File: src/hw/rtl/three_level_priority_mailbox_unit_defines.svh
// ----------------------------------------------------------------------------
// Assertion macros for the three-level priority mailbox
// Shared property forms: same-cycle and next-cycle implication, both
// clocked on the rising edge and held off while reset is high.
// ----------------------------------------------------------------------------
`ifndef THREE_LEVEL_PRIORITY_MAILBOX_UNIT_DEFINES_SVH
`define THREE_LEVEL_PRIORITY_MAILBOX_UNIT_DEFINES_SVH

// Check that the consequent holds in the cycle of the antecedent.
`define TLPM_ASSERT_NOW(label, clk, rst, ante, cons) \
   label: assert property (@(posedge clk) disable iff (rst) (ante) |-> (cons)) \
      else $error("mailbox check failed");

// Check that the consequent holds in the cycle after the antecedent.
`define TLPM_ASSERT_NEXT(label, clk, rst, ante, cons) \
   label: assert property (@(posedge clk) disable iff (rst) (ante) |=> (cons)) \
      else $error("mailbox check failed");

`endif

File: src/hw/rtl/tlpm_pkg.sv
// ----------------------------------------------------------------------------
// tlpm_pkg
// Shared types, codes and sizes of the three-level priority mailbox.
// ----------------------------------------------------------------------------
`timescale 1ns / 1ps

package tlpm_pkg;

   localparam int HIGH_DEPTH   = 8;
   localparam int NORMAL_DEPTH = 64;
   localparam int LOW_DEPTH    = 8;
   localparam int PAYLOAD_BITS = 32;
   // Bits of the payload carried through a queue
   localparam int PAYLOAD_KEEP = (PAYLOAD_BITS < 32) ? PAYLOAD_BITS : 32;

   localparam int HIGH_AW   = $clog2(HIGH_DEPTH);
   localparam int HIGH_FW   = $clog2(HIGH_DEPTH + 1);
   localparam int NORMAL_AW = $clog2(NORMAL_DEPTH);
   localparam int NORMAL_FW = $clog2(NORMAL_DEPTH + 1);
   localparam int LOW_AW    = $clog2(LOW_DEPTH);
   localparam int LOW_FW    = $clog2(LOW_DEPTH + 1);

   // Operation codes
   localparam logic [1:0] OP_ROUTED = 2'd0;
   localparam logic [1:0] OP_DIRECT = 2'd1;
   localparam logic [1:0] OP_GET    = 2'd2;

   // Priority codes
   localparam logic [1:0] PRIO_NORMAL = 2'd1;
   localparam logic [1:0] PRIO_LOW    = 2'd2;

   // Queue codes
   localparam logic [1:0] Q_HIGH   = 2'd0;
   localparam logic [1:0] Q_NORMAL = 2'd1;
   localparam logic [1:0] Q_LOW    = 2'd2;

   // Result status codes
   localparam logic [1:0] STATUS_DONE  = 2'd0;
   localparam logic [1:0] STATUS_FULL  = 2'd1;
   localparam logic [1:0] STATUS_EMPTY = 2'd2;

   // Register indexes
   localparam logic REG_NO_PANIC      = 1'b0;
   localparam logic REG_DIRECT_TARGET = 1'b1;

   typedef struct packed {
      logic [PAYLOAD_KEEP-1:0] payload;
      logic [31:0]             time_ms;
      logic [31:0]             seq;
      logic [1:0]              prio;
   } entry_type;

   localparam int ENTRY_BITS = $bits(entry_type);

   typedef enum logic [1:0] {
      ST_IDLE,
      ST_EXEC,
      ST_LOAD,
      ST_RESP
   } state_type;

   typedef struct packed {
      logic capture;
      logic execute;
      logic load;
   } cmd_type;

   typedef struct packed {
      logic is_get;
   } stat_type;

endpackage

File: src/hw/rtl/tlpm_ctrl.sv
// ----------------------------------------------------------------------------
// tlpm_ctrl
// Sequencer: accept one beat, execute it, fetch queue data on a get, present result.
// ----------------------------------------------------------------------------
`timescale 1ns / 1ps

module tlpm_ctrl (
   input  logic              clock,
   input  logic              reset,
   input  logic              req_valid,
   output logic              req_ready,
   output logic              rsp_valid,
   input  logic              rsp_ready,
   input  tlpm_pkg::stat_type stat,
   output tlpm_pkg::cmd_type  cmd
);

   tlpm_pkg::state_type state_ff, state_in;

   always_ff @(posedge clock) begin
      if (reset) begin
         state_ff <= tlpm_pkg::ST_IDLE;
      end else begin
         state_ff <= state_in;
      end
   end

   always_comb begin
      state_in = state_ff;
      unique case (state_ff)
         tlpm_pkg::ST_IDLE: begin
            if (req_valid) state_in = tlpm_pkg::ST_EXEC;
         end
         tlpm_pkg::ST_EXEC: begin
            state_in = stat.is_get ? tlpm_pkg::ST_LOAD : tlpm_pkg::ST_RESP;
         end
         tlpm_pkg::ST_LOAD: begin
            state_in = tlpm_pkg::ST_RESP;
         end
         tlpm_pkg::ST_RESP: begin
            if (rsp_ready) state_in = tlpm_pkg::ST_IDLE;
         end
         default: begin
            state_in = tlpm_pkg::ST_IDLE;
         end
      endcase
   end

   always_comb begin
      req_ready   = 1'b0;
      rsp_valid   = 1'b0;
      cmd         = '0;
      unique case (state_ff)
         tlpm_pkg::ST_IDLE: begin
            req_ready   = 1'b1;
            cmd.capture = req_valid;
         end
         tlpm_pkg::ST_EXEC: begin
            cmd.execute = 1'b1;
         end
         tlpm_pkg::ST_LOAD: begin
            cmd.load = 1'b1;
         end
         tlpm_pkg::ST_RESP: begin
            rsp_valid = 1'b1;
         end
         default: begin
            req_ready = 1'b0;
         end
      endcase
   end

endmodule

File: config.mk
export PLATFORM = sky130hd
export DESIGN_NAME = tlpm_ctrl
export DESIGN_NICKNAME = d
export VERILOG_FILES = /design/src/hw/rtl/three_level_priority_mailbox_unit_defines.svh /design/src/hw/rtl/tlpm_pkg.sv /design/src/hw/rtl/tlpm_ctrl.sv
export SDC_FILE = /design/constraint.sdc
export NUM_CORES = 1
export LEC_CHECK = 0
export BUFFER_PORTS_ARGS = -buffer_cell sky130_fd_sc_hd__buf_4
export CELL_PAD_IN_SITES_DETAIL_PLACEMENT = 1
export CELL_PAD_IN_SITES_GLOBAL_PLACEMENT = 2
export CORE_AREA = 3 3 40 42
export DETAILED_ROUTE_END_ITERATION = 16
export DIE_AREA = 0 0 43 45
export HOLD_SLACK_MARGIN = 0.03
export PLACE_DENSITY = 0.52
export SLEW_MARGIN = 0
export SYNTH_ARGS = -nofsm -noshare
export SYNTH_HDL_FRONTEND = slang
export SYNTH_SLANG_ARGS = --single-unit
File: constraint.sdc
create_clock -name clock -period 1.8 [get_ports clock]
set_input_delay 0.36 -clock clock [delete_from_list [all_inputs] [get_ports clock]]
set_output_delay 0.36 -clock clock [all_outputs]
set_load 0.01 [all_outputs]
Word-level counts from Yosys, hierarchy flattened
Index checks and enable logic that the tools add are counted.
{ "totals": {"reg_bits": 2, "word_cells": 17, "inputBits": 5, "output_inout_bits": 5} }
{ "op_classes": {"reduce_logical": 2, "eq_ne": 5, "muxes": 9} }
{ "ops": {"columns": ["cell", "n"], "rows": [
  ["2-bit one-hot mux with 4 select lines", 1],
  ["1-bit 2-to-1 mux", 6],
  ["2-bit == test (second input constant)", 2],
  ["2-bit 2-to-1 mux", 2],
  ["2-bit inequality test (second input constant)", 2],
  ["2-bit by 1-bit == test with 1-bit output (second input constant)", 1],
  ["2-bit logical NOT", 1],
  ["2-bit AND reduction", 1]
]} }

Depth between registers and ports, before layout
{ "depth": {"word_depth": 3, "mapped_depth": 5, "mapped_depth_nobuf": 5} }

Worst setup path after synthesis
No wires, ideal clock.
{ "synth_timing": {"path_kind": "register to register", "from": "register state_ff[0]", "to": "register state_ff[1]", "path_stages_with_launch": 6, "setup_slack_ps": 461, "arrival_ps": 1269, "path_cell_list": "dfxtp_1 > inv_1 > ha_1 > nor2b_1 > or3b_1 > a21oi_1"} }
{ "synth_between": {"elab_chain_len": 3, "elab_cells_between_ends": 8} }
{ "synth_lines": {"columns": ["item", "line", "rtl"], "rows": [
  ["from (decl)", "tlpm_ctrl.sv:18", "tlpm_pkg::state_type state_ff, state_in;"],
  ["from (signal assigned)", "tlpm_ctrl.sv:22", "state_ff <= tlpm_pkg::ST_IDLE;"],
  ["from (signal assigned)", "tlpm_ctrl.sv:24", "state_ff <= state_in;"],
  ["2-bit == test / 2-bit logical NOT (equally long branches)", "tlpm_ctrl.sv:30", "unique case (state_ff)"],
  ["2-bit inequality test (no line)", null, null],
  ["2-bit AND reduction (no line)", null, null]
]} }
Parallel ways exist; a longest one is shown, timed or not.
A chain may end at the register's enable or synchronous reset.

==> results.cfg <==
[outcome]
status = finished clean

[global_route]
gr-total-overflow = 0
antenna_found_initial = 0
grt_max_degree = 6
grt_use_total_pct = 5.32
grt_pass1_vias = 185
grt_pass1_wl_microns = 717

[cts]
cts_tree = yes
htreeDepth = 1
clkLatencyLatePin_ps = 220
ctsResizeCount = 0
cts_hold_buf = 0
clk_pin_slew_worst_paths_ps = 30
clockRootBuffer = clkbuf_4
postCtsSetupBuffers = 0
cts_inserted_buffers = 3
clkSinkCount = 2
ctsLongestPathBuffers = 2

[critical_path]
worst_ep_required_time_ps = 1440
cp_max_fo = 5
cp-end-kind = output pin
path_class = reg -> out
crit_cells = 4
worst_path_largest_cell_delay_ps = 390
cp_data_arrival_time_ps = 1210
reg2regPathDepth = 5
path_cells = inv_1 -> ha_1 -> and2_1 -> buf_4
crit_path_start_kind = flip-flop
cp.buffers_inverters = 2
critical_path.top_delay_family = flip-flops
slowest_stage = dfxtp_1

[power]
power_mw = 0.467
power_density_nw_per_um2 = 1690
vdd_drop_max_mv = 0.598
p_leak_nw = 0.135

[placed_design]
port_buffers = 9
gp_congestion = 0.627

[timing]
worst_slew_pin_slew_ps = 465
fmax_mhz = 636
hold_violations = 0
skew_ps = 0.380
drv_slew = 0
rsz0062_at_grt = false
slew_headroom_pct = 68.2
fin_setup_tns_ps = 0
period_minus_slack_ps = 1570
finalSetupViolCount = 0
final.period_utilization_pct = 87.4

[die]
rows = 13
die_w_microns = 43
io_pins = 10
die-area_sq_um = 1940
core-area_sq_um = 1280
start_util_pct = 13.0
fp.dieH_microns = 45

[cells_and_area]
fill_cells = 153
final_util_pct = 21.4
reg_top3 = state_ff x2
seq_area_sq_um = 40.0
nets = 42
n_antenna_cell = 0
layout-drive-gt1-share_pct = 38.7
multi_input_area_sq_um = 115
layout_common_cells = buf_4 (9), ha_1 (4), inv_1 (3), clkbuf_4 (3)
layout_commonest_cell = buf_4
largest_reg_flops = 2
regMostFlops = state_ff
syn2layout_area_growth_pct = 65.4

[drt]
first_pass_iters = 1
ant_nets = 0
vias_per_cell = 3.70
drt-initial-drc-count = 0
wire_per_inst_microns = 9.13
drc = 0
vias = 170
totalWireLength_microns = 420

[synthesis]
synthTopCellsByArea = ha_1 (30%), dfxtp_1 (24%), nor2b_1 (7.5%)
ys_types = 12
ys_seq_area_share_pct = 24.1
avgSynthCellArea_sq_um = 8.76
yosys.area.top_type = ha_1
ys_seq_elements = 2
mappedNetlistNets = 28
synthCells = 19
synthDominantCellAreaShare_pct = 30.1
yosysWarningCount = 0
syn_area_sq_um = 166

[hold_path]
hold_depth = 2
hold_class = in -> reg

[run]
cap_violations = 0
## per-stage QoR
stage | setup WS, ps | area (sq um) | instances | hold WS [ps]
2_1_floorplan | 461 | 166 | 19 | 429
3_3_place_gp | 376 | 253 | 43 | 528
3_5_place_dp | 368 | 253 | 43 | 531
4_1_cts | 208 | 275 | 46 | 294
5_1_grt | 147 | 275 | 46 | 307
6_report | 227 | 275 | 46 | 302
## worst paths after layout
path / from / endpoint / slack [ps]
max: state_ff[1]$_SDFFE_PP0P_ / cmd[2] / 230
min: reset / state_ff[1]$_SDFFE_PP0P_ / 300
max reg2reg: state_ff[1]$_SDFFE_PP0P_ / state_ff[1]$_SDFFE_PP0P_ / 370
min reg2reg: state_ff[1]$_SDFFE_PP0P_ / state_ff[1]$_SDFFE_PP0P_ / 550
## worst register-to-register path: cells and delay by family (launching register included)
family          cells  cell delay [ps]
simple gates        2              530
flops               1              390
fa+ha+maj           1              230
compound gates      1              120
buf+inv             1               90
## synth_stat cells (all sizes together)
library cell  count
o31ai             1
nor2b             2
inv               3
nor3b             1
nor2              1
o21ai             1
dfxtp             2
or3b              1
a2111oi           1
and2              1
ha                4
a21oi             1
## layout make-up
cell class	instances	area share (%)
inverter	3	4.09
sequential	2	14.5
tap	15	6.82
multi-input combinational	14	41.8
clock buffer	3	8.18
timing repair buffer	9	24.5
## where the power goes
| group | switching, mW | internal [mW] | total (mW) |
|---|---|---|---|
| Clock | 0.0237 | 0.0734 | 0.0970 |
| Sequential | 0.0236 | 0.0679 | 0.0915 |
| Combinational | 0.133 | 0.145 | 0.278 |
## logic make-up after synthesis
logic type | count (synthesis) | synth area share, %
AO/OA/AOI/OAI | 4 | 15.8
adder cells (fa/ha/maj) | 4 | 30.1
buffers and inverters | 3 | 6.77
flip-flops | 2 | 24.1
AND/OR/NAND/NOR | 6 | 23.3
## layer usage
metal  share of wire, %  up-vias  global-route usage (%)
met5                  0        -                       0
met4                  0        0                    5.42
met3                9.3        0                    2.79
met2                 43        7                    7.49
met1                 48       73                    5.50
li1                   -       90                       -
Note: power is estimated with default switching activity, not from simulation.
